$ cat src/rtl/irim_pkg.sv
// Shared constants, types and codes for the image rotation inverse-map block.
`timescale 1ns / 1ps
`default_nettype none
package irim_pkg;

  // Geometry of the source store and the angle format.
  localparam int MAX_DIM        = 512;
  localparam int TRIG_FRAC_BITS = 14;
  localparam int AXIS_W         = $clog2(MAX_DIM);
  localparam int ADDR_W         = 2 * AXIS_W;
  localparam int MEM_DEPTH      = MAX_DIM * MAX_DIM;

  // Field widths of the channels and registers.
  localparam int PIX_W      = 24;
  localparam int COORD_W    = 10;
  localparam int DIM_W      = 10;
  localparam int SIZE_W     = 11;
  localparam int TRIG_W     = 16;
  localparam int CFG_IDX_W  = 2;
  localparam int CFG_DATA_W = 16;

  // Internal arithmetic widths.
  localparam int DPROD_W  = DIM_W + 1 + TRIG_W;      // dimension times trig value
  localparam int CORNER_W = DPROD_W + 1;             // rotated corner coordinate
  localparam int EXT_W    = CORNER_W + 1;            // corner extent
  localparam int CEIL_W   = EXT_W - TRIG_FRAC_BITS;  // extent in whole pixels
  localparam int POS_W    = CORNER_W + 1;            // offset output position
  localparam int MPROD_W  = POS_W + TRIG_W;          // position times trig value
  localparam int MSUM_W   = MPROD_W + 1;             // sum of two products
  localparam int MAP_W    = MSUM_W - 2 * TRIG_FRAC_BITS;
  localparam int SIZE_MAX = (1 << SIZE_W) - 1;

  // Cycles from a register write until the derived geometry is valid again.
  localparam int SETTLE_CYCLES = 5;
  localparam int SETTLE_W      = $clog2(SETTLE_CYCLES + 1);

  // Queue between the front and the back.
  localparam int FIFO_DEPTH = 4;
  localparam int FIFO_PTR_W = $clog2(FIFO_DEPTH);
  localparam int FIFO_CNT_W = $clog2(FIFO_DEPTH + 1);

  typedef enum logic {
    CMD_LOAD  = 1'b0,
    CMD_QUERY = 1'b1
  } cmd_e;

  typedef enum logic [1:0] {
    ST_MAPPED     = 2'd0,
    ST_BACKGROUND = 2'd1,
    ST_OUTSIDE    = 2'd2
  } status_e;

  typedef enum logic [CFG_IDX_W-1:0] {
    CFG_COS   = 2'd0,
    CFG_SIN   = 2'd1,
    CFG_SRC_W = 2'd2,
    CFG_SRC_H = 2'd3
  } cfg_idx_e;

  typedef enum logic [1:0] {
    BK_IDLE,
    BK_MUL,
    BK_MAP,
    BK_OUT
  } back_state_e;

  // Derived geometry, held steady while the block is idle.
  typedef struct packed {
    logic                       settled;
    logic signed [TRIG_W-1:0]   cos_v;
    logic signed [TRIG_W-1:0]   sin_v;
    logic [DIM_W-1:0]           src_w;
    logic [DIM_W-1:0]           src_h;
    logic signed [CORNER_W-1:0] off_x;
    logic signed [CORNER_W-1:0] off_y;
    logic [SIZE_W-1:0]          rot_w;
    logic [SIZE_W-1:0]          rot_h;
  } geom_t;

  // One classified item in the queue.
  typedef struct packed {
    cmd_e                    cmd;
    logic                    load_ok;
    logic                    outside;
    logic [ADDR_W-1:0]       addr;
    logic [PIX_W-1:0]        pixel;
    logic signed [POS_W-1:0] pos_x;
    logic signed [POS_W-1:0] pos_y;
  } entry_t;

  // Source memory access from the back.
  typedef struct packed {
    logic              we;
    logic [ADDR_W-1:0] waddr;
    logic [PIX_W-1:0]  wdata;
    logic              re;
    logic [ADDR_W-1:0] raddr;
  } ram_req_t;

endpackage
`default_nettype wire

$ cat src/rtl/irim_if.sv
// Handshake channel interfaces for input words and result words.
`timescale 1ns / 1ps
`default_nettype none
interface irim_in_if;
  logic                         valid;
  logic                         ready;
  logic                         command;
  logic [irim_pkg::COORD_W-1:0] coord_x;
  logic [irim_pkg::COORD_W-1:0] coord_y;
  logic [irim_pkg::PIX_W-1:0]   pixel_in;

  modport source (output valid, command, coord_x, coord_y, pixel_in, input ready);
  modport sink (input valid, command, coord_x, coord_y, pixel_in, output ready);
endinterface

`default_nettype wire

$ cat src/rtl/irim_front.sv
// Front end: accepts input words and classifies them into queue entries.
`timescale 1ns / 1ps
`default_nettype none
module irim_front (
  irim_in_if.sink                in_s,
  input  irim_pkg::geom_t        geom_i,
  input  wire                    full_i,
  output logic                   push_o,
  output irim_pkg::entry_t       entry_o
);

  logic [irim_pkg::POS_W-1:0] x_scaled, y_scaled;

  // Accept while the geometry is valid and the queue has room.
  assign in_s.ready = geom_i.settled && !full_i;
  assign push_o     = in_s.valid && in_s.ready;

  // Output position in sub-pixel units, moved by the bounding box corner.
  assign x_scaled = irim_pkg::POS_W'({in_s.coord_x, {irim_pkg::TRIG_FRAC_BITS{1'b0}}});
  assign y_scaled = irim_pkg::POS_W'({in_s.coord_y, {irim_pkg::TRIG_FRAC_BITS{1'b0}}});

  always_comb begin
    entry_o.cmd     = irim_pkg::cmd_e'(in_s.command);
    entry_o.load_ok = (in_s.coord_x < geom_i.src_w) && (in_s.coord_y < geom_i.src_h);
    entry_o.outside = ({1'b0, in_s.coord_x} >= geom_i.rot_w) ||
                      ({1'b0, in_s.coord_y} >= geom_i.rot_h);
    entry_o.addr    = {in_s.coord_y[irim_pkg::AXIS_W-1:0],
                       in_s.coord_x[irim_pkg::AXIS_W-1:0]};
    entry_o.pixel   = in_s.pixel_in;
    entry_o.pos_x   = signed'(x_scaled) + irim_pkg::POS_W'(geom_i.off_x);
    entry_o.pos_y   = signed'(y_scaled) + irim_pkg::POS_W'(geom_i.off_y);
  end

endmodule
`default_nettype wire

$ cat src/flat_wrapper.sv
// flat-port wrapper written by rule: the top's interface ports become plain ports
module irim_front_flat 
  (geom_i, full_i, push_o, entry_o, in_s_valid, in_s_command, in_s_coord_x, in_s_coord_y, in_s_pixel_in, in_s_ready);
  irim_in_if in_s_i ();
  input  irim_pkg::geom_t geom_i;
  input  wire full_i;
  output logic push_o;
  output irim_pkg::entry_t entry_o;
  input wire logic [$bits(in_s_i.valid)-1:0] in_s_valid;
  input wire logic [$bits(in_s_i.command)-1:0] in_s_command;
  input wire logic [$bits(in_s_i.coord_x)-1:0] in_s_coord_x;
  input wire logic [$bits(in_s_i.coord_y)-1:0] in_s_coord_y;
  input wire logic [$bits(in_s_i.pixel_in)-1:0] in_s_pixel_in;
  output wire logic [$bits(in_s_i.ready)-1:0] in_s_ready;
  assign in_s_i.valid = in_s_valid;
  assign in_s_i.command = in_s_command;
  assign in_s_i.coord_x = in_s_coord_x;
  assign in_s_i.coord_y = in_s_coord_y;
  assign in_s_i.pixel_in = in_s_pixel_in;
  assign in_s_ready = in_s_i.ready;
  irim_front u_core (.in_s(in_s_i), .geom_i(geom_i), .full_i(full_i), .push_o(push_o), .entry_o(entry_o));
endmodule
$ cat config.mk
export PLATFORM = sky130hd
export DESIGN_NAME = irim_front_flat
export DESIGN_NICKNAME = d
export VERILOG_FILES = /design/src/rtl/irim_pkg.sv /design/src/rtl/irim_if.sv /design/src/rtl/irim_front.sv /design/src/flat_wrapper.sv
export SDC_FILE = /design/constraint.sdc
export NUM_CORES = 1
export LEC_CHECK = 0
export BUFFER_PORTS_ARGS = -buffer_cell sky130_fd_sc_hd__buf_2
export CAP_MARGIN = 5
export CORE_AREA = 2 2 110 112
export DETAILED_ROUTE_END_ITERATION = 7
export DIE_AREA = 0 0 112 114
export SYNTH_ARGS = -nofsm -noshare
export SYNTH_HDL_FRONTEND = slang
export SYNTH_SLANG_ARGS = --single-unit
export TNS_END_PERCENT = 50
$ cat constraint.sdc
create_clock -name vclk -period 5.06
set_input_delay 1.518 -clock vclk [all_inputs]
set_output_delay 1.518 -clock vclk [all_outputs]
set_load 0.02 [all_outputs]
==> impl_metrics.json <==
{
  "grt_pass1_wl_mm": 11.6,
  "endpoint_kind": "output port",
  "synth_mux_area_share_pct": 0,
  "synth.net_count": 589,
  "dr.pass1.iters": 4,
  "status": "complete, no violations",
  "die_h_um": 114,
  "dieArea_mm2": 0.0128,
  "timing.critical_path.to": "entry_o[55]",
  "synth_xor_area_share_pct": 6.00,
  "ir_drop_v": 0.0000536,
  "start_kind": "input port",
  "antenna_left": 0,
  "crit_start": "in_s_coord_x[0]",
  "synth_compound_area_share_pct": 21.2,
  "cp_cell_sequence": "buf_2 -> ha_1 -> fa_1 -> a21o_1 -> a221oi_4 -> o211a_1 -> nor3_1 -> xor2_1 -> buf_2",
  "fmaxAchievable_mhz": 202,
  "place_hpwl_mm": 6.61,
  "arrival_ns": 3.43,
  "synth_adder_area_share_pct": 29.1,
  "ys_seq_area_share_pct": 0,
  "ff_latch_area_um2": 0,
  "grt_pass1_vias": 2519,
  "dieWidth_um": 112,
  "nClkBuffers": 0,
  "grt_overflow": 0,
  "viasPerCell": 4.61,
  "maxSlewViolCount": 0,
  "antenna_found_initial": 0,
  "nets": 666,
  "cp.required_ns": 3.54,
  "grt_start_max_net_pins": 8,
  "drv_cap": 0,
  "worst-path-max-fanout": 4,
  "start_util_pct": 22.4,
  "fin_util_pct": 25.9,
  "cts_hold_buffers": 0,
  "ys_warn_count": 0,
  "tightestPinTransition_ns": 0.404,
  "totalWireLength_mm": 7.31,
  "wl_per_cell_um": 12.8,
  "drive_gt1_share_pct": 37.8,
  "seq_cell_count": 0,
  "io_buffers": 145,
  "leakage_nw": 1.72,
  "slowest_delay_ns": 0.41,
  "slowest_stage": "fa_1",
  "synth_most_common_cell": "buf_4",
  "max-slew-margin-rel_pct": 72.4,
  "synth_common_cells": "buf_4, ha_1, inv_1, a21oi_1, nor2_1",
  "drc_errors": 0,
  "synth_top_area_share_pct": 27.6,
  "first_iter_violations": 114,
  "setup_viol": 0,
  "vias": 2642,
  "synthTopCellsByArea": "ha_1, buf_4, inv_1, a21oi_1, xnor2_1",
  "crit_path_frequent_cell": "buf_2",
  "rsz0062_at_grt": "no",
  "cp.depth": 9,
  "syn_inst": 351,
  "cellPowerDensity_mw_per_mm2": 123,
  "yosys.area_share.simple_pct": 16.2,
  "fin_crit_sh_pct": 97.8,
  "post-cts-setup-buffer-count": 0,
  "area_delta_synth_final_pct": 15.2,
  "tns_ns": 0,
  "yosysUniqueCellTypes": 42,
  "syn_area_mm2": 0.00263,
  "synth_top_family_by_area": "adder cells",
  "rows": 40,
  "hold_viol_final": 0,
  "synth_top_cell_by_area": "ha_1",
  "hold_path.class": "input port to output port",
  "antenna_cells": 0,
  "timing.final.crit_period_ns": 4.95,
  "place_congestion": 0.770,
  "core_area_mm2": 0.0117,
  "ioPinCount": 283,
  "syn_avg_cell_area_um2": 7.49,
  "crit_buf_inv": 2,
  "crit_family": "compound AO/OA/AOI/OAI gates",
  "grt.total_usage_pct": 10.6,
  "path_class": "input port to output port"
}
[cells by family after synthesis]
group	count (synthesis)
xor+xnor	18
buf+inv	117
simple gates	78
fa+ha+maj	60
compound gates	78
[final cells by class]
cell class / instances / area, µm²
fill: 1342 / 8680
inverter: 44 / 165
multi-input combinational: 234 / 1930
tap: 147 / 184
timing repair buffer: 148 / 748
[placed cells by master, fill, tap and decap left out, types with 3 or more instances in the layout]
master / instances
a21oi_1: 23
buf_2: 145
a31o_2: 3
inv_1: 44
nand3b_1: 4
nand4b_1: 6
a211oi_1: 4
xnor2_1: 10
o2111ai_1: 4
o21a_1: 3
nor2b_1: 5
nand2b_1: 4
xor2_1: 8
o21ai_0: 7
nand3_1: 13
ha_1: 58
buf_4: 3
o311ai_0: 3
nand2_1: 14
nor3_1: 4
a21o_1: 11
nor2_1: 16
[worst min path at each step]
stage | start | endpoint | slack [ns] | cells after the start
detailed placement | geom_i[22] | entry_o[0] | 3.04 | 0
CTS | geom_i[22] | entry_o[0] | 3.04 | 0
finish | geom_i[32] | entry_o[10] | 3.04 | 0
global route | geom_i[59] | entry_o[38] | 3.04 | 0
floorplan | full_i | in_s_ready | 3.12 | 1
global placement | geom_i[22] | entry_o[0] | 3.04 | 0
[metrics by stage]
stage                     hold slack (ns)  power (W)  instances  setup WS [ns]  area, µm²
after floorplan                      3.12   0.000310        351          0.284       2630
after global placement               3.04   0.000364        573         0.0667       3010
after detailed placement             3.04   0.000371        573         0.0539       3010
after CTS                            3.04   0.000373        573         0.0354       3010
after global routing                 3.04   0.000415        573         0.0167       3030
final                                3.04   0.000372        573          0.109       3030
[report_power, final]
part	switching (W)	total (W)	internal [W]
clock network	0	0	0
logic	0.000216	0.000372	0.000156
registers	0	0	0
[layer usage]
| metal | global-route usage [%] | vias to the layer above | part of all wire, % |
|---|---|---|---|
| li1 | - | 1329 | - |
| met1 | 12.6 | 1188 | 41 |
| met2 | 20.9 | 119 | 51 |
| met3 | 1.75 | 6 | 7.9 |
| met4 | 0.650 | 0 | 0.33 |
| met5 | 0 | - | 0 |
[what timing repair did]
| action | 4_1_cts | 5_1_grt |
|---|---|---|
| gates resized for setup | 0 | 2 |
| hold endpoints to repair | 0 | 0 |
| endpoints found under the setup margin | 0 | 4 |
Note: power is estimated with default switching activity, not from simulation.
