==> config.mk <==
export PLATFORM = sky130hd
export DESIGN_NAME = irim_geom
export DESIGN_NICKNAME = d
export VERILOG_FILES = /design/src/rtl/irim_pkg.sv /design/src/rtl/irim_geom.sv
export SDC_FILE = /design/constraint.sdc
export NUM_CORES = 2
export LEC_CHECK = 0
export ABC_AREA = 0
export BUFFER_PORTS_ARGS = -buffer_cell sky130_fd_sc_hd__buf_2
export CAP_MARGIN = 20
export CORE_MARGIN = 3
export CORE_UTILIZATION = 60
export CTS_BUF_LIST = sky130_fd_sc_hd__clkbuf_4 sky130_fd_sc_hd__clkbuf_8
export DETAILED_ROUTE_END_ITERATION = 10
export PLACE_DENSITY_LB_ADDON = 0.05
export RECOVER_POWER = 25
export SYNTH_ARGS = -nofsm -noshare
export SYNTH_HDL_FRONTEND = slang
export SYNTH_SLANG_ARGS = --single-unit
==> constraint.sdc <==
create_clock -name clk_i -period 8 [get_ports clk_i]
set_input_delay 0.4 -clock clk_i [delete_from_list [all_inputs] [get_ports clk_i]]
set_output_delay 0.4 -clock clk_i [all_outputs]
set_load 0.01 [all_outputs]
==> src/rtl/irim_pkg.sv <==
// Shared constants, types and codes for the image rotation inverse-map block.
`timescale 1ns / 1ps
`default_nettype none
package irim_pkg;

  // Geometry of the source store and the angle format.
  localparam int MAX_DIM        = 512;
  localparam int TRIG_FRAC_BITS = 14;
  localparam int AXIS_W         = $clog2(MAX_DIM);
  localparam int ADDR_W         = 2 * AXIS_W;
  localparam int MEM_DEPTH      = MAX_DIM * MAX_DIM;

  // Field widths of the channels and registers.
  localparam int PIX_W      = 24;
  localparam int COORD_W    = 10;
  localparam int DIM_W      = 10;
  localparam int SIZE_W     = 11;
  localparam int TRIG_W     = 16;
  localparam int CFG_IDX_W  = 2;
  localparam int CFG_DATA_W = 16;

  // Internal arithmetic widths.
  localparam int DPROD_W  = DIM_W + 1 + TRIG_W;      // dimension times trig value
  localparam int CORNER_W = DPROD_W + 1;             // rotated corner coordinate
  localparam int EXT_W    = CORNER_W + 1;            // corner extent
  localparam int CEIL_W   = EXT_W - TRIG_FRAC_BITS;  // extent in whole pixels
  localparam int POS_W    = CORNER_W + 1;            // offset output position
  localparam int MPROD_W  = POS_W + TRIG_W;          // position times trig value
  localparam int MSUM_W   = MPROD_W + 1;             // sum of two products
  localparam int MAP_W    = MSUM_W - 2 * TRIG_FRAC_BITS;
  localparam int SIZE_MAX = (1 << SIZE_W) - 1;

  // Cycles from a register write until the derived geometry is valid again.
  localparam int SETTLE_CYCLES = 5;
  localparam int SETTLE_W      = $clog2(SETTLE_CYCLES + 1);

  // Queue between the front and the back.
  localparam int FIFO_DEPTH = 4;
  localparam int FIFO_PTR_W = $clog2(FIFO_DEPTH);
  localparam int FIFO_CNT_W = $clog2(FIFO_DEPTH + 1);

  typedef enum logic {
    CMD_LOAD  = 1'b0,
    CMD_QUERY = 1'b1
  } cmd_e;

  typedef enum logic [1:0] {
    ST_MAPPED     = 2'd0,
    ST_BACKGROUND = 2'd1,
    ST_OUTSIDE    = 2'd2
  } status_e;

  typedef enum logic [CFG_IDX_W-1:0] {
    CFG_COS   = 2'd0,
    CFG_SIN   = 2'd1,
    CFG_SRC_W = 2'd2,
    CFG_SRC_H = 2'd3
  } cfg_idx_e;

  typedef enum logic [1:0] {
    BK_IDLE,
    BK_MUL,
    BK_MAP,
    BK_OUT
  } back_state_e;

  // Derived geometry, held steady while the block is idle.
  typedef struct packed {
    logic                       settled;
    logic signed [TRIG_W-1:0]   cos_v;
    logic signed [TRIG_W-1:0]   sin_v;
    logic [DIM_W-1:0]           src_w;
    logic [DIM_W-1:0]           src_h;
    logic signed [CORNER_W-1:0] off_x;
    logic signed [CORNER_W-1:0] off_y;
    logic [SIZE_W-1:0]          rot_w;
    logic [SIZE_W-1:0]          rot_h;
  } geom_t;

  // One classified item in the queue.
  typedef struct packed {
    cmd_e                    cmd;
    logic                    load_ok;
    logic                    outside;
    logic [ADDR_W-1:0]       addr;
    logic [PIX_W-1:0]        pixel;
    logic signed [POS_W-1:0] pos_x;
    logic signed [POS_W-1:0] pos_y;
  } entry_t;

  // Source memory access from the back.
  typedef struct packed {
    logic              we;
    logic [ADDR_W-1:0] waddr;
    logic [PIX_W-1:0]  wdata;
    logic              re;
    logic [ADDR_W-1:0] raddr;
  } ram_req_t;

endpackage
`default_nettype wire

==> src/rtl/irim_geom.sv <==
// Configuration registers and the pipelined corner, offset and size computation.
`timescale 1ns / 1ps
`default_nettype none
module irim_geom (
  input  wire                                clk_i,
  input  wire                                rst_ni,
  input  wire                                cfg_we_i,
  input  wire  [irim_pkg::CFG_IDX_W-1:0]     cfg_idx_i,
  input  wire  [irim_pkg::CFG_DATA_W-1:0]    cfg_wdata_i,
  output irim_pkg::geom_t                    geom_o
);

  logic signed [irim_pkg::TRIG_W-1:0]   cos_q, sin_q;
  logic [irim_pkg::DIM_W-1:0]           src_w_q, src_h_q;
  logic [irim_pkg::DIM_W-1:0]           w_eff, h_eff;
  logic [irim_pkg::SETTLE_W-1:0]        settle_q, settle_d;
  logic signed [irim_pkg::DIM_W:0]      w_s, h_s;
  logic signed [irim_pkg::DPROD_W-1:0]  wc_q, hs_q, hc_q, ws_q;
  logic signed [irim_pkg::CORNER_W-1:0] p1x, p2x, p3x, p1y, p2y, p3y;
  logic signed [irim_pkg::CORNER_W-1:0] p1x_q, p2x_q, p3x_q, p1y_q, p2y_q, p3y_q;
  logic signed [irim_pkg::CORNER_W-1:0] mnx_d, mny_d, mxx_d, mxy_d;
  logic signed [irim_pkg::CORNER_W-1:0] mnx_q, mny_q, mxx_q, mxy_q;
  logic signed [irim_pkg::CORNER_W-1:0] offx_q, offy_q;
  logic [irim_pkg::EXT_W-1:0]           ext_x, ext_y, rnd_x, rnd_y;
  logic [irim_pkg::CEIL_W-1:0]          cx, cy;
  logic [irim_pkg::SIZE_W-1:0]          rotw_q, roth_q, rotw_d, roth_d;

  // Register writes; a write restarts the settle count.
  always_ff @(posedge clk_i or negedge rst_ni) begin
    if (!rst_ni) begin
      cos_q   <= irim_pkg::TRIG_W'(1 << irim_pkg::TRIG_FRAC_BITS);
      sin_q   <= '0;
      src_w_q <= irim_pkg::DIM_W'(irim_pkg::MAX_DIM);
      src_h_q <= irim_pkg::DIM_W'(irim_pkg::MAX_DIM);
    end else if (cfg_we_i) begin
      unique case (irim_pkg::cfg_idx_e'(cfg_idx_i))
        irim_pkg::CFG_COS:   cos_q   <= cfg_wdata_i;
        irim_pkg::CFG_SIN:   sin_q   <= cfg_wdata_i;
        irim_pkg::CFG_SRC_W: src_w_q <= cfg_wdata_i[irim_pkg::DIM_W-1:0];
        irim_pkg::CFG_SRC_H: src_h_q <= cfg_wdata_i[irim_pkg::DIM_W-1:0];
        default: ;
      endcase
    end
  end

  always_comb begin
    settle_d = settle_q;
    if (cfg_we_i) begin
      settle_d = irim_pkg::SETTLE_W'(irim_pkg::SETTLE_CYCLES);
    end else if (settle_q != '0) begin
      settle_d = settle_q - 1'b1;
    end
  end

  always_ff @(posedge clk_i or negedge rst_ni) begin
    if (!rst_ni) begin
      settle_q <= irim_pkg::SETTLE_W'(irim_pkg::SETTLE_CYCLES);
    end else begin
      settle_q <= settle_d;
    end
  end

  // Source size clamped to the store.
  assign w_eff = (src_w_q > irim_pkg::DIM_W'(irim_pkg::MAX_DIM)) ?
                 irim_pkg::DIM_W'(irim_pkg::MAX_DIM) : src_w_q;
  assign h_eff = (src_h_q > irim_pkg::DIM_W'(irim_pkg::MAX_DIM)) ?
                 irim_pkg::DIM_W'(irim_pkg::MAX_DIM) : src_h_q;
  assign w_s = signed'({1'b0, w_eff});
  assign h_s = signed'({1'b0, h_eff});

  // Stage one: the four products of size and angle.
  always_ff @(posedge clk_i) begin
    wc_q <= w_s * cos_q;
    hs_q <= h_s * sin_q;
    hc_q <= h_s * cos_q;
    ws_q <= w_s * sin_q;
  end

  // Stage two: rotated corners other than the origin.
  always_comb begin
    p1x = -irim_pkg::CORNER_W'(hs_q);
    p2x = irim_pkg::CORNER_W'(wc_q) - irim_pkg::CORNER_W'(hs_q);
    p3x = irim_pkg::CORNER_W'(wc_q);
    p1y = irim_pkg::CORNER_W'(hc_q);
    p2y = irim_pkg::CORNER_W'(hc_q) + irim_pkg::CORNER_W'(ws_q);
    p3y = irim_pkg::CORNER_W'(ws_q);
  end

  always_ff @(posedge clk_i) begin
    p1x_q <= p1x;
    p2x_q <= p2x;
    p3x_q <= p3x;
    p1y_q <= p1y;
    p2y_q <= p2y;
    p3y_q <= p3y;
  end

  // Stage three: bounding box, the origin included.
  always_comb begin
    mnx_d = '0;
    mxx_d = '0;
    mny_d = '0;
    mxy_d = '0;
    if (p1x_q < mnx_d) mnx_d = p1x_q;
    if (p2x_q < mnx_d) mnx_d = p2x_q;
    if (p3x_q < mnx_d) mnx_d = p3x_q;
    if (p1x_q > mxx_d) mxx_d = p1x_q;
    if (p2x_q > mxx_d) mxx_d = p2x_q;
    if (p3x_q > mxx_d) mxx_d = p3x_q;
    if (p1y_q < mny_d) mny_d = p1y_q;
    if (p2y_q < mny_d) mny_d = p2y_q;
    if (p3y_q < mny_d) mny_d = p3y_q;
    if (p1y_q > mxy_d) mxy_d = p1y_q;
    if (p2y_q > mxy_d) mxy_d = p2y_q;
    if (p3y_q > mxy_d) mxy_d = p3y_q;
  end

  always_ff @(posedge clk_i) begin
    mnx_q <= mnx_d;
    mny_q <= mny_d;
    mxx_q <= mxx_d;
    mxy_q <= mxy_d;
  end

  // Stage four: extent rounded up to whole pixels, saturated to the size field.
  always_comb begin
    ext_x = irim_pkg::EXT_W'(mxx_q) - irim_pkg::EXT_W'(mnx_q);
    ext_y = irim_pkg::EXT_W'(mxy_q) - irim_pkg::EXT_W'(mny_q);
    rnd_x = ext_x + irim_pkg::EXT_W'((1 << irim_pkg::TRIG_FRAC_BITS) - 1);
    rnd_y = ext_y + irim_pkg::EXT_W'((1 << irim_pkg::TRIG_FRAC_BITS) - 1);
    cx    = rnd_x[irim_pkg::EXT_W-1:irim_pkg::TRIG_FRAC_BITS];
    cy    = rnd_y[irim_pkg::EXT_W-1:irim_pkg::TRIG_FRAC_BITS];
    rotw_d = (cx > irim_pkg::CEIL_W'(irim_pkg::SIZE_MAX)) ?
             irim_pkg::SIZE_W'(irim_pkg::SIZE_MAX) : cx[irim_pkg::SIZE_W-1:0];
    roth_d = (cy > irim_pkg::CEIL_W'(irim_pkg::SIZE_MAX)) ?
             irim_pkg::SIZE_W'(irim_pkg::SIZE_MAX) : cy[irim_pkg::SIZE_W-1:0];
  end

  always_ff @(posedge clk_i) begin
    offx_q <= mnx_q;
    offy_q <= mny_q;
    rotw_q <= rotw_d;
    roth_q <= roth_d;
  end

  always_comb begin
    geom_o.settled = (settle_q == '0);
    geom_o.cos_v   = cos_q;
    geom_o.sin_v   = sin_q;
    geom_o.src_w   = w_eff;
    geom_o.src_h   = h_eff;
    geom_o.off_x   = offx_q;
    geom_o.off_y   = offy_q;
    geom_o.rot_w   = rotw_q;
    geom_o.rot_h   = roth_q;
  end

endmodule
`default_nettype wire

==> reports/summary.txt <==
Die X = 292 µm
Slew headroom = -98.6%
Slew Limit Fails = 56
Worst-Skew Late Latency = 720 ps
CTS tree = yes
layout cells sized above 1 = 9.00%
Root Buffer = clkbuf_8
Ports = 152
Area contributors post-synth = fa_1 (24%), dfxtp_1 (19%), ha_1 (16%)
max incr delay on CP = 1100 ps
fin crit share = 87.3%
via-per-instance ratio = 5.45
Final Hold Fails = 0
synthesized area per cell = 9.37 µm²
sequential fraction of the synthesis area = 21.7%
minimum clock period = 6980 ps
Die Span Y = 292 µm
DR iter-0 viols = 1926
fmax = 0.143 GHz
IO Port Bufs = 151
post-synth cell types = 87
core box area = 80800 µm²
First-pass DRT Iterations = 6
Mapped Area = 49100 µm²
Post-CTS Resized = 0
maximum root-to-sink buffer count = 3
RSZ-0062 raised after global routing = no
Initial Util = 60.8%
number of synthesized flops with an enable pin = 0
Post-Route Utilization = 66.1%
Layout area overhead = 8.75%
Final setup viols = 0
largest net degree at the start of global routing = 56
critical-path cell list = inv_1 > a31oi_1 > nor2b_2 > buf_4 > and2_1 > fa_1 > inv_1 > fa_1 > inv_1 > fa_1 > fa_1 > inv_1 > fa_1 > inv_1 > ha_1 > or2_2 > a21oi_1 > a2111oi_0 > o2111ai_1 > nand3_1 > a31o_2 > a21oi_1 > xnor2_1
Layout Nets = 6614
Slew @ Worst Pin = 2980 ps
top-area cell type share of the netlist area = 23.7%
Hold Path Class = in2reg
WL/cell = 18.0 µm
remaining antenna violation count = 0
total CTS buffers = 89
GRT Overall Usage = 28.0%
Post-CTS Setup Repair Bufs = 0
wirelength, routed = 117000 µm
fill cell count = 6786
cell count after synthesis = 5241
status = complete, but fails checks
H-tree Lvls = 3
CTS Sinks = 518
hold buffer count at CTS = 15
crit path capture type = flop
Die ar. = 85300 µm²
Yosys top cell by area = fa_1
DR vias = 35.5k
Setup Total Neg Slack = 0 ps
failing checks = max-capacitance violations, max-slew violations
worst path bufs/invs = 6
slowest cell on the critical path = dfstp_2
worst path arrival time = 7560 ps
Worst Skew = 61.7 ps
max_cap viols = 1
first-pass GRT wire length = 191000 µm
Async S/R FF share, synth = 10.6%
row count = 104
delay-heaviest family, CP = adder cells
Detailed Place HPWL = 94000 µm
Reg clk slew, reported paths = 60 ps
vias in the first global route = 36.1k
number of synthesized register bits = 518
Placer Congestion = 0.912
Ys Warns = 0
DRC viols = 0
antenna violations before repair = 7
Critical Path Source Type = flop
crit path max fanout = 42
CP Data Required Time = 8580 ps
ys flop type = dfxtp_1
gr ovfl total = 0
critical path class = reg2reg
==> cells in the final DEF (no fill, tap or decap), types with 12 or more instances in the layout <==
master / instances
fa_1: 582
bufinv_16: 12
dfrtp_1: 50
a211oi_1: 20
o21ai_0: 94
nand4_1: 56
buf_2: 151
nor2b_2: 18
clkbuf_8: 110
mux2_2: 59
nand2_1: 532
dfxtp_1: 463
nand2b_1: 37
nor3_1: 41
and2_1: 335
inv_1: 877
xor2_1: 37
buf_4: 57
a21oi_1: 237
a21o_1: 135
xnor2_1: 152
clkinv_2: 12
clkbuf_4: 17
dlygate4sd3_1: 15
ha_1: 627
nor4_1: 26
mux2i_1: 135
a31oi_1: 24
nor2b_1: 37
and3_1: 21
nor2_1: 219
o21a_1: 33
nand3_1: 36
==> cells in the mapped netlist (6+ instances only) <==
master     count
inv_1        877
ha_1         627
fa_1         582
nand2_1      532
dfxtp_1      463
and2_1       335
a21oi_1      237
nor2_1       219
clkbuf_1     154
xnor2_1      152
mux2i_1      136
a21o_1       135
o21ai_0       95
mux2_2        59
nand4_1       56
nor2b_1       55
dfrtp_1       50
nor3_1        41
nand2b_1      37
xor2_1        37
nand3_1       36
o21a_1        33
nor4_1        26
a31oi_1       25
and3_1        21
a211oi_1      20
buf_2         14
o21bai_1      11
and4_1        10
o211ai_1      10
a21boi_0       9
or3_1          9
o31ai_1        8
a2111oi_0      7
or2_2          6
==> final cells by class <==
class | instances | area, µm² | area share, %
timing repair buffer | 229 | 1430 | 2.67
inverter | 878 | 3300 | 6.17
clock inverter | 34 | 539 | 1.01
clock buffer | 127 | 1640 | 3.07
multi-input combinational | 3668 | 34500 | 64.6
tap | 1060 | 1330 | 2.48
antenna | 4 | 10.0 | 0.0187
sequential | 518 | 10700 | 19.9
==> worst paths after layout <==
kind | from | end | slack [ps] | depth (start not counted)
max | src_w_q[9] | ws_q[25] | 1020 | 23
min | cfg_wdata_i[5] | src_w_q[5] | 60 | 2
max in group asynchronous | rst_ni | sin_q[7] | 4980 | 3
min in group asynchronous | rst_ni | sin_q[14] | 1310 | 3
min reg2reg | mnx_q[7] | offx_q[7] | 310 | 0
max reg2reg | src_w_q[9] | ws_q[25] | 1020 | 23
==> flip-flops by register name, summed over array words and instances (netlist names) <==
name	flops
ws_q	27
p1y_q	27
src_h_q	10
roth_q	11
p2x_q	28
rotw_q	11
p2y_q	28
hc_q	27
hs_q	27
mny_q	28
p3x_q	27
wc_q	27
mxx_q	28
sin_q	16
p1x_q	28
offy_q	28
src_w_q	10
cos_q	16
settle_q	3
mnx_q	28
p3y_q	27
mxy_q	28
offx_q	28
==> per-layer routing <==
layer	up-vias	share of wire (%)	wire [µm]	track usage [%]
met4	6	3.1	3620	8.89
met1	17300	48	55800	40.8
met2	922	43	50700	42.9
met5	-	0.036	42	0
met3	197	6.1	7170	4.61
li1	17100	-	-	-
==> worst reg2reg max path: stages, from the launching register on <==
cell	delay, ps
dfstp_2	1100
inv_1	100
a31oi_1	270
nor2b_2	180
buf_4	260
and2_1	220
fa_1	500
inv_1	50
fa_1	540
inv_1	50
fa_1	440
fa_1	490
inv_1	50
fa_1	470
inv_1	40
ha_1	360
or2_2	140
a21oi_1	70
a2111oi_0	770
o2111ai_1	270
nand3_1	150
a31o_2	150
a21oi_1	70
xnor2_1	140
==> per-stage QoR <==
step                worst slack [ps]  std cells  instance area [µm²]  hold WS [ps]
floorplan                       1810       5243                49100           104
global placement                1160       6336                51000           334
detailed placement              1090       6337                51100           335
CTS                             1060       6513                53400         0.353
global route                     594       6515                53400          13.7
finish                          1020       6518                53400          60.4
==> logic make-up (layout without fill, tap and decap cells) <==
logic type / count (synthesis) / after routing / share of synthesized area, %
multiplexers: 197 / 197 / 4.19
XOR/XNOR: 189 / 189 / 3.37
AO/OA/AOI/OAI: 667 / 667 / 8.81
other: 1 / 7 / 0.00764
flip-flops: 518 / 518 / 21.7
AND/OR/NAND/NOR: 1403 / 1403 / 14.0
adder cells (fa/ha/maj): 1209 / 1209 / 39.7
buffers and inverters: 1057 / 1268 / 8.24
Power is not shown: default switching activity piles up to over one toggle a cycle in this logic, so the estimate is an artifact.
