## config.mk

```make
export PLATFORM = sky130hd
export DESIGN_NAME = irim_fifo
export DESIGN_NICKNAME = d
export VERILOG_FILES = /design/src/rtl/irim_pkg.sv /design/src/rtl/irim_fifo.sv
export SDC_FILE = /design/constraint.sdc
export NUM_CORES = 1
export LEC_CHECK = 0
export BUFFER_PORTS_ARGS = -buffer_cell sky130_fd_sc_hd__buf_2
export CAP_MARGIN = 40
export CORE_MARGIN = 2
export CORE_UTILIZATION = 29
export DETAILED_ROUTE_END_ITERATION = 8
export GPL_TIMING_DRIVEN = 0
export RECOVER_POWER = 50
export SYNTH_ARGS = -nofsm -noshare
export SYNTH_HDL_FRONTEND = slang
export SYNTH_SLANG_ARGS = --single-unit
```

## constraint.sdc

```tcl
create_clock -name clk_i -period 8.9 [get_ports clk_i]
set_input_delay 0.89 -clock clk_i [delete_from_list [all_inputs] [get_ports clk_i]]
set_output_delay 0.89 -clock clk_i [all_outputs]
set_load 0.03 [all_outputs]
```

## src/rtl/irim_pkg.sv

```systemverilog
// Shared constants, types and codes for the image rotation inverse-map block.
`timescale 1ns / 1ps
`default_nettype none
package irim_pkg;

  // Geometry of the source store and the angle format.
  localparam int MAX_DIM        = 512;
  localparam int TRIG_FRAC_BITS = 14;
  localparam int AXIS_W         = $clog2(MAX_DIM);
  localparam int ADDR_W         = 2 * AXIS_W;
  localparam int MEM_DEPTH      = MAX_DIM * MAX_DIM;

  // Field widths of the channels and registers.
  localparam int PIX_W      = 24;
  localparam int COORD_W    = 10;
  localparam int DIM_W      = 10;
  localparam int SIZE_W     = 11;
  localparam int TRIG_W     = 16;
  localparam int CFG_IDX_W  = 2;
  localparam int CFG_DATA_W = 16;

  // Internal arithmetic widths.
  localparam int DPROD_W  = DIM_W + 1 + TRIG_W;      // dimension times trig value
  localparam int CORNER_W = DPROD_W + 1;             // rotated corner coordinate
  localparam int EXT_W    = CORNER_W + 1;            // corner extent
  localparam int CEIL_W   = EXT_W - TRIG_FRAC_BITS;  // extent in whole pixels
  localparam int POS_W    = CORNER_W + 1;            // offset output position
  localparam int MPROD_W  = POS_W + TRIG_W;          // position times trig value
  localparam int MSUM_W   = MPROD_W + 1;             // sum of two products
  localparam int MAP_W    = MSUM_W - 2 * TRIG_FRAC_BITS;
  localparam int SIZE_MAX = (1 << SIZE_W) - 1;

  // Cycles from a register write until the derived geometry is valid again.
  localparam int SETTLE_CYCLES = 5;
  localparam int SETTLE_W      = $clog2(SETTLE_CYCLES + 1);

  // Queue between the front and the back.
  localparam int FIFO_DEPTH = 4;
  localparam int FIFO_PTR_W = $clog2(FIFO_DEPTH);
  localparam int FIFO_CNT_W = $clog2(FIFO_DEPTH + 1);

  typedef enum logic {
    CMD_LOAD  = 1'b0,
    CMD_QUERY = 1'b1
  } cmd_e;

  typedef enum logic [1:0] {
    ST_MAPPED     = 2'd0,
    ST_BACKGROUND = 2'd1,
    ST_OUTSIDE    = 2'd2
  } status_e;

  typedef enum logic [CFG_IDX_W-1:0] {
    CFG_COS   = 2'd0,
    CFG_SIN   = 2'd1,
    CFG_SRC_W = 2'd2,
    CFG_SRC_H = 2'd3
  } cfg_idx_e;

  typedef enum logic [1:0] {
    BK_IDLE,
    BK_MUL,
    BK_MAP,
    BK_OUT
  } back_state_e;

  // Derived geometry, held steady while the block is idle.
  typedef struct packed {
    logic                       settled;
    logic signed [TRIG_W-1:0]   cos_v;
    logic signed [TRIG_W-1:0]   sin_v;
    logic [DIM_W-1:0]           src_w;
    logic [DIM_W-1:0]           src_h;
    logic signed [CORNER_W-1:0] off_x;
    logic signed [CORNER_W-1:0] off_y;
    logic [SIZE_W-1:0]          rot_w;
    logic [SIZE_W-1:0]          rot_h;
  } geom_t;

  // One classified item in the queue.
  typedef struct packed {
    cmd_e                    cmd;
    logic                    load_ok;
    logic                    outside;
    logic [ADDR_W-1:0]       addr;
    logic [PIX_W-1:0]        pixel;
    logic signed [POS_W-1:0] pos_x;
    logic signed [POS_W-1:0] pos_y;
  } entry_t;

  // Source memory access from the back.
  typedef struct packed {
    logic              we;
    logic [ADDR_W-1:0] waddr;
    logic [PIX_W-1:0]  wdata;
    logic              re;
    logic [ADDR_W-1:0] raddr;
  } ram_req_t;

endpackage
`default_nettype wire

```

## src/rtl/irim_fifo.sv

```systemverilog
// Short register queue between the front and the back.
`timescale 1ns / 1ps
`default_nettype none
module irim_fifo (
  input  wire                     clk_i,
  input  wire                     rst_ni,
  input  wire                     push_i,
  input  irim_pkg::entry_t        entry_i,
  output logic                    full_o,
  input  wire                     pop_i,
  output logic                    empty_o,
  output irim_pkg::entry_t        head_o
);

  irim_pkg::entry_t                 slot_q [irim_pkg::FIFO_DEPTH];
  logic [irim_pkg::FIFO_PTR_W-1:0]  wptr_q, rptr_q;
  logic [irim_pkg::FIFO_CNT_W-1:0]  cnt_q;

  assign full_o  = (cnt_q == irim_pkg::FIFO_CNT_W'(irim_pkg::FIFO_DEPTH));
  assign empty_o = (cnt_q == '0);
  assign head_o  = slot_q[rptr_q];

  // Entry storage.
  always_ff @(posedge clk_i) begin
    if (push_i) begin
      slot_q[wptr_q] <= entry_i;
    end
  end

  // Pointers and fill count.
  always_ff @(posedge clk_i or negedge rst_ni) begin
    if (!rst_ni) begin
      wptr_q <= '0;
      rptr_q <= '0;
      cnt_q  <= '0;
    end else begin
      if (push_i) begin
        wptr_q <= wptr_q + 1'b1;
      end
      if (pop_i) begin
        rptr_q <= rptr_q + 1'b1;
      end
      if (push_i && !pop_i) begin
        cnt_q <= cnt_q + 1'b1;
      end else if (pop_i && !push_i) begin
        cnt_q <= cnt_q - 1'b1;
      end
    end
  end

endmodule
`default_nettype wire

```

==> impl_metrics.tcl, run 1 <==
set metrics [dict create \
    syn_area_um2 15260 \
    wirelength_um 31910 \
    htreeDepth 2 \
    max_freq_ghz 0.2759 \
    grt_antenna_before_repair 3 \
    area_growth_pct 22.77 \
    power.density_nw_per_um2 365.2 \
    critPathSlowestCell "clkbuf_1" \
    worstPathRequired_ps 8010 \
    start_util 0.2916 \
    synth_edf_count 412 \
    grt_pass1_wl_um 46870 \
    cts_buffer_depth 3 \
    max_stage_delay_ps 670 \
    synth_nets 686 \
    async_flop_share 0.01671 \
    cts_setup_buffers 0 \
    post_cts_resized 0 \
    p_clk_frac 0.272 \
    grt_remaining_overflow 0 \
    yosysSeqAreaShare 0.8221 \
    cts_tree "built" \
    place_congestion 0.6623 \
    ys_warn_count 0 \
    hpwlAfterDp_um 19570 \
    port-buffer-count 211 \
    post-route-min-period_ps 3624 \
    min_period_over_period 0.4072 \
    yosysMostFrequentCell "edfxtp_1" \
    die_w_um 233.4 \
    core_area_um2 52340 \
    syn_area_per_cell_um2 26.64 \
    internal-power_mw 4.523 \
    p_sw_frac 0.3389 \
    drc 0 \
    grt_max_degree 50 \
    leakage_nw 6.079 \
    multi_input_area_um2 2522 \
    root_buffer "clkbuf_16" \
    synth_area_leaders "edfxtp_1 81%, mux4_2 15%, dfrtp_1 1.1%" \
    seq_power_share 0.388 \
    synth-seq-cells 419 \
    slew_viol_final 63 \
    drt_iter0_drc 369 \
    synth_top_area_share 0.8106 \
    worst_slew_pin_slew_ps 2204 \
    status "finished with violations" \
    ios 212 \
    synth_cell_types 20 \
    skew_ps 20.40 \
    clk_latency_ps 570 \
    final_nets 954 \
    path_max_fanout 10 \
    ctsHoldBuffers 0 \
    synthCells 573 \
    clk_pin_slew_ps 60 \
    netSwitchingPower_mw 2.319 \
    synth_flop_cell "edfxtp_1" \
    timing.final.hold_violations 0 \
    cts_made_buffers 46 \
    timing.rr.end "slot_q[0][62]" \
    vias 6885 \
    track_usage 0.1172 \
    ff2ff_setup_slack_ps 5830 \
    maxSlewHeadroom -0.4703 \
    nFillCells 4852 \
    die_h_um 233.4 \
    reg2regPathDepth 4 \
    finalPower_mw 6.842 \
    setup_tns_ps 0 \
    vias_per_cell 4.399 \
    seq_area_um2 12550 \
    max_cap_violations 3 \
    clock-sinks 419 \
    start_kind "flip-flop" \
    grt_setup_unrepaired "no" \
    grt_pass1_vias 7559 \
    path_cells "buf_6, buf_8, clkbuf_1, mux4_2, buf_2" \
    ys_top_cells_by_count "412 x edfxtp_1, 103 x mux4_2, 12 x buf_2" \
    violations "capacitance limit, slew limit" \
    combPwrFrac 0.340 \
    setup_viol 0 \
    synth_top_cell_by_area "edfxtp_1" \
    r2r_start "wptr_q[0]" \
    min-delay-path-class "in2async" \
    cp.arrival_ps 2730 \
    die_area_um2 54480 \
    irDropWorstVdd_mv 0.2197 \
    path_class "reg2out" \
    fp-row-count 84 \
    drtPass1Iterations 6 \
    drive_above_1_share 0.3444 \
    antennaDiodeCount 0 \
    wl_per_cell_um 20.39 \
    holdWs_ps 235.3 \
    cp-end-kind "primary output" \
    drtAntennaViolNets 0 \
]
==> power groups by stage <==
stage / clock [mW] / combinational (mW) / sequential, mW
4_1_cts: 1.93 / 2.42 / 2.66
3_3_place_gp: 0 / 2.33 / 2.77
5_1_grt: 2.00 / 2.49 / 2.69
6_report: 1.86 / 2.32 / 2.65
3_5_place_dp: 0 / 2.41 / 2.70
2_1_floorplan: 0 / 1.64 / 2.71
==> cell families after synthesis <==
logic type | synth area share
flip-flops | 0.8221
multiplexers | 0.1527
AO/OA/AOI/OAI | 0.0003276
buffers and inverters | 0.01279
AND/OR/NAND/NOR | 0.003197
adder cells (fa/ha/maj) | 0.005411
XOR/XNOR | 0.003443
==> flip-flops by register name (all words and copies together) (netlist names) <==
name,flops
slot_q,412
rptr_q,2
wptr_q,2
cnt_q,3
==> through the flow <==
| stage | util | setup slack [ps] | cell area, µm² | std cells |
|---|---|---|---|---|
| after detailed placement | 0.3327 | 5986 | 17410 | 1481 |
| after global placement | 0.3282 | 2556 | 17180 | 1472 |
| after floorplan | - | 5161 | 15260 | 573 |
| after global routing | 0.3580 | 5039 | 18740 | 1565 |
| after CTS | 0.3608 | 5348 | 18880 | 1565 |
| final | 0.3580 | 5276 | 18740 | 1565 |
==> critical path, delay by kind of cell (launching register included) <==
kind	cells	cell delay, ps
buffers and inverters	4	1210
DFF	1	340
muxes	1	610
==> cell type report <==
type                    instances  share of cell area
plain buffers                  24            0.009215
multi-input cells             126              0.1346
clock buffers                  65             0.06744
flip-flops and latches        419              0.6696
inverters                       4           0.0008013
well taps                     688             0.04594
clock inverters                19             0.01108
repair buffers                220             0.06130
==> how the worst max path moves through the flow <==
| stage | from | to | slack, ps | cells after the start |
|---|---|---|---|---|
| after floorplan | push_i | slot_q[1][0] | 5160 | 1 |
| after global placement | push_i | slot_q[3][61] | 2560 | 2 |
| after global routing | rptr_q[0] | head_o[84] | 5040 | 5 |
| after CTS | rptr_q[1] | head_o[21] | 5350 | 5 |
| final | rptr_q[0] | head_o[85] | 5280 | 5 |
| after detailed placement | rptr_q[1] | head_o[21] | 5990 | 5 |
==> cell usage in the layout, fill, tap and decap left out, types with 2 or more instances in the layout <==
cell,n
and2_0,3
buf_16,7
buf_2,118
buf_6,2
buf_8,5
bufinv_16,4
clkbuf_1,126
clkbuf_16,47
clkbuf_8,2
clkinv_1,5
clkinv_2,4
clkinvlp_4,3
dfrtp_1,7
edfxtp_1,412
ha_1,5
inv_1,4
inv_6,3
mux4_2,103
nand2_1,2
xnor2_1,2
xor2_1,4
==> per-layer routing <==
metal,GRT usage,up-vias,routed length [µm]
met1,0.1440,3602,13270
li1,-,3024,-
met4,0.03975,6,743
met5,0,-,40
met3,0.03906,58,2348
met2,0.1938,195,15510
Note: power is estimated with default switching activity, not from simulation.
==> run 2: changes to the inputs <==
==> constraint.sdc (replaced) <==
create_clock -name clk_i -period 3.8 [get_ports clk_i]
set_input_delay 0.38 -clock clk_i [delete_from_list [all_inputs] [get_ports clk_i]]
set_output_delay 0.38 -clock clk_i [all_outputs]
set_load 0.03 [all_outputs]
==> impl_metrics.tcl, run 2 (synthesized netlist as in run 1, its figures left out) <==
set metrics [dict create \
    drt_iter0_drc 437 \
    leakage_nw 6.409 \
    wl_per_cell_um 19.63 \
    multi_input_area_um2 2522 \
    most-common-layout-cells "412 x edfxtp_1, 126 x clkbuf_1, 118 x buf_2, 103 x mux4_2, 79 x dlygate4sd3_1" \
    max_cap_violations 3 \
    min-delay-path-class "in2reg" \
    cts_tree "built" \
    ctsHoldBuffers 79 \
    cts_buffer_depth 3 \
    grt_pass1_vias 7919 \
    largest_reg_flops 412 \
    die_area_um2 54480 \
    clk_pin_slew_ps 60 \
    port-buffer-count 211 \
    power.density_nw_per_um2 823.9 \
    fin_util 0.3731 \
    start_util 0.2916 \
    path_max_fanout 10 \
    drc 0 \
    grt_antenna_before_repair 4 \
    core_area_um2 52340 \
    finalPower_mw 16.09 \
    irDropWorstVdd_mv 0.5120 \
    cp-end-kind "primary output" \
    top_regs "slot_q (412), cnt_q (3)" \
    cts_made_buffers 46 \
    cp_top_family "buffers and inverters" \
    max_freq_ghz 0.3226 \
    timing.final.hold_violations 0 \
    htreeDepth 2 \
    worst_slack_ps 700.1 \
    cts_setup_buffers 0 \
    final_common_cell "edfxtp_1" \
    die_w_um 233.4 \
    slew_viol_final 63 \
    nFillCells 4796 \
    start_kind "flip-flop" \
    root_buffer "clkbuf_16" \
    ios 212 \
    clk_latency_ps 570 \
    critPathSlowestCell "clkbuf_1" \
    area_growth_pct 27.96 \
    final_nets 1033 \
    place_congestion 0.6623 \
    worst_slew_pin_slew_ps 2174 \
    grt_pass1_wl_um 47840 \
    regMostFlops "slot_q" \
    maxSlewHeadroom -0.4503 \
    vias 7167 \
    status "finished with violations" \
    clock-sinks 419 \
    skew_ps 21.83 \
    antennaDiodeCount 0 \
    min_period_over_period 0.8158 \
    die_h_um 233.4 \
    cp.arrival_ps 2720 \
    wirelength_um 32270 \
    hpwlAfterDp_um 19570 \
    setup_viol 0 \
    seq_area_um2 12550 \
    post-route-min-period_ps 3100 \
    drtAntennaViolNets 0 \
    grt_remaining_overflow 0 \
    drtPass1Iterations 4 \
    setup_tns_ps 0 \
    path_class "reg2out" \
    violations "capacitance limit, slew limit" \
    post_cts_resized 0 \
    path_buf_inv 4 \
    vias_per_cell 4.359 \
    fp-row-count 84 \
    max_stage_delay_ps 660 \
    worstPathRequired_ps 3420 \
    grt_max_degree 50 \
    grt_setup_unrepaired "no" \
    dpl_worst_slack_ps 1396 \
    drive_above_1_share 0.3159 \
    track_usage 0.1187 \
    path_cells "buf_6, buf_8, clkbuf_1, mux4_2, buf_2" \
    ff2ff_setup_slack_ps 750 \
]
==> run 2: layer usage <==
| metal | global-route usage | part of all wire | routed length, µm | vias to the layer above |
|---|---|---|---|---|
| met5 | 0 | 0.0013 | 42 | - |
| met4 | 0.03975 | 0.023 | 739 | 6 |
| met3 | 0.03723 | 0.073 | 2341 | 59 |
| met2 | 0.1976 | 0.49 | 15750 | 205 |
| met1 | 0.1464 | 0.42 | 13390 | 3718 |
| li1 | - | - | - | 3179 |
==> run 2: area by class of cell <==
type,instances,share of cell area
Buffer,24,0.008842
Clock buffer,65,0.06471
Clock inverter,19,0.01064
Inverter,4,0.0007688
Multi-Input combinational cell,126,0.1292
Sequential cell,419,0.6425
Tap cell,688,0.04408
Timing Repair Buffer,299,0.09931
==> run 2: worst paths after layout <==
kind	endpoint	start	cells after the start
max in group asynchronous	cnt_q[2]	rst_ni	2
min in group asynchronous	cnt_q[1]	rst_ni	2
setup reg to reg	slot_q[0][67]	wptr_q[0]	4
setup / recovery	head_o[85]	rptr_q[0]	5
hold / removal	slot_q[2][55]	entry_i[55]	1
hold reg to reg	cnt_q[2]	cnt_q[2]	1
==> run 2: metrics by stage <==
step,hold slack [ps],area (µm²),cells
finish,96.12,19530,1644
global route,81.35,19530,1644
CTS,0.2496,19680,1644
detailed placement,232.7,17410,1481
global placement,222.6,17180,1472
floorplan,84.41,15260,573
==> run 2: power breakdown <==
| group | total [mW] | switching (mW) | internal (mW) |
|---|---|---|---|
| Sequential | 6.22 | 0.175 | 6.04 |
| Clock | 4.36 | 1.77 | 2.59 |
| Combinational | 5.51 | 3.50 | 2.01 |
==> run 3: changes to the inputs <==
--- a/config.mk
+++ b/config.mk
@@ -5,6 +5,7 @@
 export SDC_FILE = /design/constraint.sdc
 export NUM_CORES = 1
 export LEC_CHECK = 0
+export ABC_AREA = 1
 export BUFFER_PORTS_ARGS = -buffer_cell sky130_fd_sc_hd__buf_2
 export CAP_MARGIN = 40
 export CORE_MARGIN = 2
==> constraint.sdc (replaced) <==
create_clock -name clk_i -period 2.75 [get_ports clk_i]
set_input_delay 0.275 -clock clk_i [delete_from_list [all_inputs] [get_ports clk_i]]
set_output_delay 0.275 -clock clk_i [all_outputs]
set_load 0.03 [all_outputs]
==> impl_metrics.tcl, run 3 <==
set metrics [dict create \
    async_flop_share 0.01671 \
    drive_above_1_share 0.1549 \
    ys_warn_count 0 \
    path_max_fanout 18 \
    grt_setup_unrepaired "no" \
    wirelength_um 43100 \
    maxSlewHeadroom 0.3227 \
    syn_area_um2 16830 \
    hpwlAfterDp_um 27310 \
    grt_max_degree 31 \
    synth_top_family_by_area "compound AO/OA/AOI/OAI gates" \
    port-buffer-count 211 \
    leakage_nw 8.340 \
    path_buf_inv 3 \
    slew_viol_final 0 \
    clk_pin_slew_ps 60 \
    htreeDepth 2 \
    cts_made_buffers 48 \
    status "finished clean" \
    power.density_nw_per_um2 1167 \
    nFillCells 5454 \
    synth_top_cell_by_area "edfxtp_1" \
    final_nets 1743 \
    synth-xor-area-share 0.002082 \
    grt_remaining_overflow 0 \
    root_buffer "clkbuf_16" \
    yosysSeqAreaShare 0.7455 \
    synth_compound_area_frac 0.09219 \
    drt_iter0_drc 559 \
    path_cells "ha_1, nand2_1, clkinvlp_2, buf_16, buf_16" \
    synth_nets 1363 \
    synthCells 1250 \
    synth_cell_types 18 \
    final_common_cell "edfxtp_1" \
    ios 212 \
    antennaDiodeCount 0 \
    max_stage_delay_ps 790 \
    synth_flop_cell "edfxtp_1" \
    min-delay-start "push_i" \
    die_area_um2 59980 \
    yosys.area_share.adder 0.004907 \
    start_util 0.2923 \
    cp_top_family "buffers and inverters" \
    grt_pass1_wl_um 64650 \
    r2r_start "wptr_q[0]" \
    min-delay-path-class "in2reg" \
    regMostFlops "slot_q" \
    synth_top_area_share 0.7351 \
    vias 10670 \
    finalPower_mw 25.17 \
    synth_area_leaders "edfxtp_1 74%, o211ai_1 9.2%, nand2_1 7.2%" \
    start_kind "flip-flop" \
    whs_path_depth 3 \
    fp-row-count 88 \
    cp.arrival_ps 2750 \
    max_freq_ghz 0.4098 \
    clk_latency_ps 560 \
    track_usage 0.1426 \
    worstPathRequired_ps 3060 \
    yosys.area_share.simple 0.07308 \
    drc 0 \
    post-route-min-period_ps 2440 \
    fin_util 0.3746 \
    path_class "reg2reg" \
    die_h_um 244.9 \
    min_period_over_period 0.8874 \
    syn_area_per_cell_um2 13.46 \
    holdPathEnd "cnt_q[0]" \
    die_w_um 244.9 \
    reg2regPathDepth 5 \
    synth_mux_area_frac 0 \
    ys_top_cells_by_count "412 x edfxtp_1, 322 x nand2_1, 217 x inv_1" \
    ff2ff_setup_slack_ps 310 \
    area_growth_pct 28.17 \
    most-common-layout-cells "412 x edfxtp_1, 322 x nand2_1, 213 x inv_1, 206 x o211ai_1, 121 x buf_2" \
    timing.final.hold_violations 0 \
    cts_tree "built" \
    timing.rr.end "slot_q[3][28]" \
    wl_per_cell_um 17.73 \
    yosysMostFrequentCell "edfxtp_1" \
    largest_reg_flops 412 \
    grt_antenna_before_repair 0 \
    cts_setup_buffers 0 \
    drtPass1Iterations 5 \
    synth-seq-cells 419 \
    skew_ps 12.68 \
    vias_per_cell 4.389 \
    cp_common_cell "buf_16" \
    max_cap_violations 0 \
    grt_pass1_vias 10873 \
    clock-sinks 419 \
    synth_edf_count 412 \
    critPathSlowestCell "clkinvlp_2" \
    setup_viol 0 \
    drtAntennaViolNets 0 \
    irDropWorstVdd_mv 0.5428 \
    top_regs "slot_q (412), cnt_q (3)" \
    core_area_um2 57590 \
    place_congestion 0.7473 \
    cp-end-kind "flip-flop" \
    cts_buffer_depth 3 \
    worst_slew_pin_slew_ps 1010 \
]
==> run 3: changes by cell type in the layout (fill, tap and decap cells not counted), moves of 10 or more <==
cell           change
nand2_1          +320
inv_1            +209
o211ai_1         +206
mux4_2           -103
dlygate4sd3_1     +26
buf_6             +24
buf_4             +22
buf_12            +10
==> run 3: per-layer routing <==
metal  GRT usage  vias up  routed length, µm
li1            -     5129                  -
met1      0.1873     5222              19030
met2      0.2393      264              20960
met3     0.02723       55               2200
met4     0.04268        0                907
met5           0        -                  0
==> run 3: worst max path at each step <==
stage               from       endpoint  slack (ps)  depth (start not counted)
4_1_cts        rptr_q[1]     head_o[41]         250                          6
2_1_floorplan  wptr_q[0]   slot_q[0][0]         130                          4
6_report       wptr_q[0]  slot_q[3][28]         310                          5
3_5_place_dp   wptr_q[0]  slot_q[2][39]         270                          6
3_3_place_gp   wptr_q[0]  slot_q[3][53]       -1430                          3
5_1_grt        wptr_q[1]  slot_q[1][54]          80                          6
==> run 3: cells by family after synthesis <==
group | after synthesis
buf+inv | 288
flops | 419
simple gates | 326
fa+ha+maj | 6
compound gates | 207
xor+xnor | 4
==> run 3: where the power goes <==
group          switching [mW]  internal (mW)
Combinational            7.41           3.06
Sequential              0.264           8.34
Clock                    2.54           3.55
Total                    10.2           15.0
==> run 3: tightest hold or removal path: cells and delay by family <==
| family | cells | cell delay (ps) |
|---|---|---|
| fa+ha+maj | 1 | 170 |
| buf+inv | 1 | 90 |
| xor+xnor | 1 | 70 |
==> run 3: final cells by class <==
| type | instances | area (µm²) | area share |
|---|---|---|---|
| clock buffers | 58 | 1260 | 0.05841 |
| plain buffers | 70 | 565.5 | 0.02622 |
| repair buffers | 330 | 2276 | 0.1055 |
| inverters | 218 | 828.3 | 0.03840 |
| flip-flops and latches | 419 | 12550 | 0.5817 |
| multi-input cells | 543 | 2899 | 0.1344 |
| well taps | 765 | 957.2 | 0.04437 |
| clock inverters | 28 | 237.7 | 0.01102 |
==> run 3: stage by stage <==
step	cells	instance area, µm²	setup WS, ps	hold slack (ps)	TNS [ps]
2_1_floorplan	1250	16840	126.2	-20.59	0
3_3_place_gp	2226	18860	-1430	133.5	-573230
3_5_place_dp	2240	19160	271.9	130.9	0
4_1_cts	2431	21710	245.5	55.17	0
5_1_grt	2431	21570	84.40	88.54	0
6_report	2431	21570	309.5	84.83	0
==> run 3: repair_timing <==
item                       in CTS  in global routing
setup endpoints to repair       0                  0
hold buffers                  105                  0
resized for setup               0                  0
hold endpoints to repair      421                  0
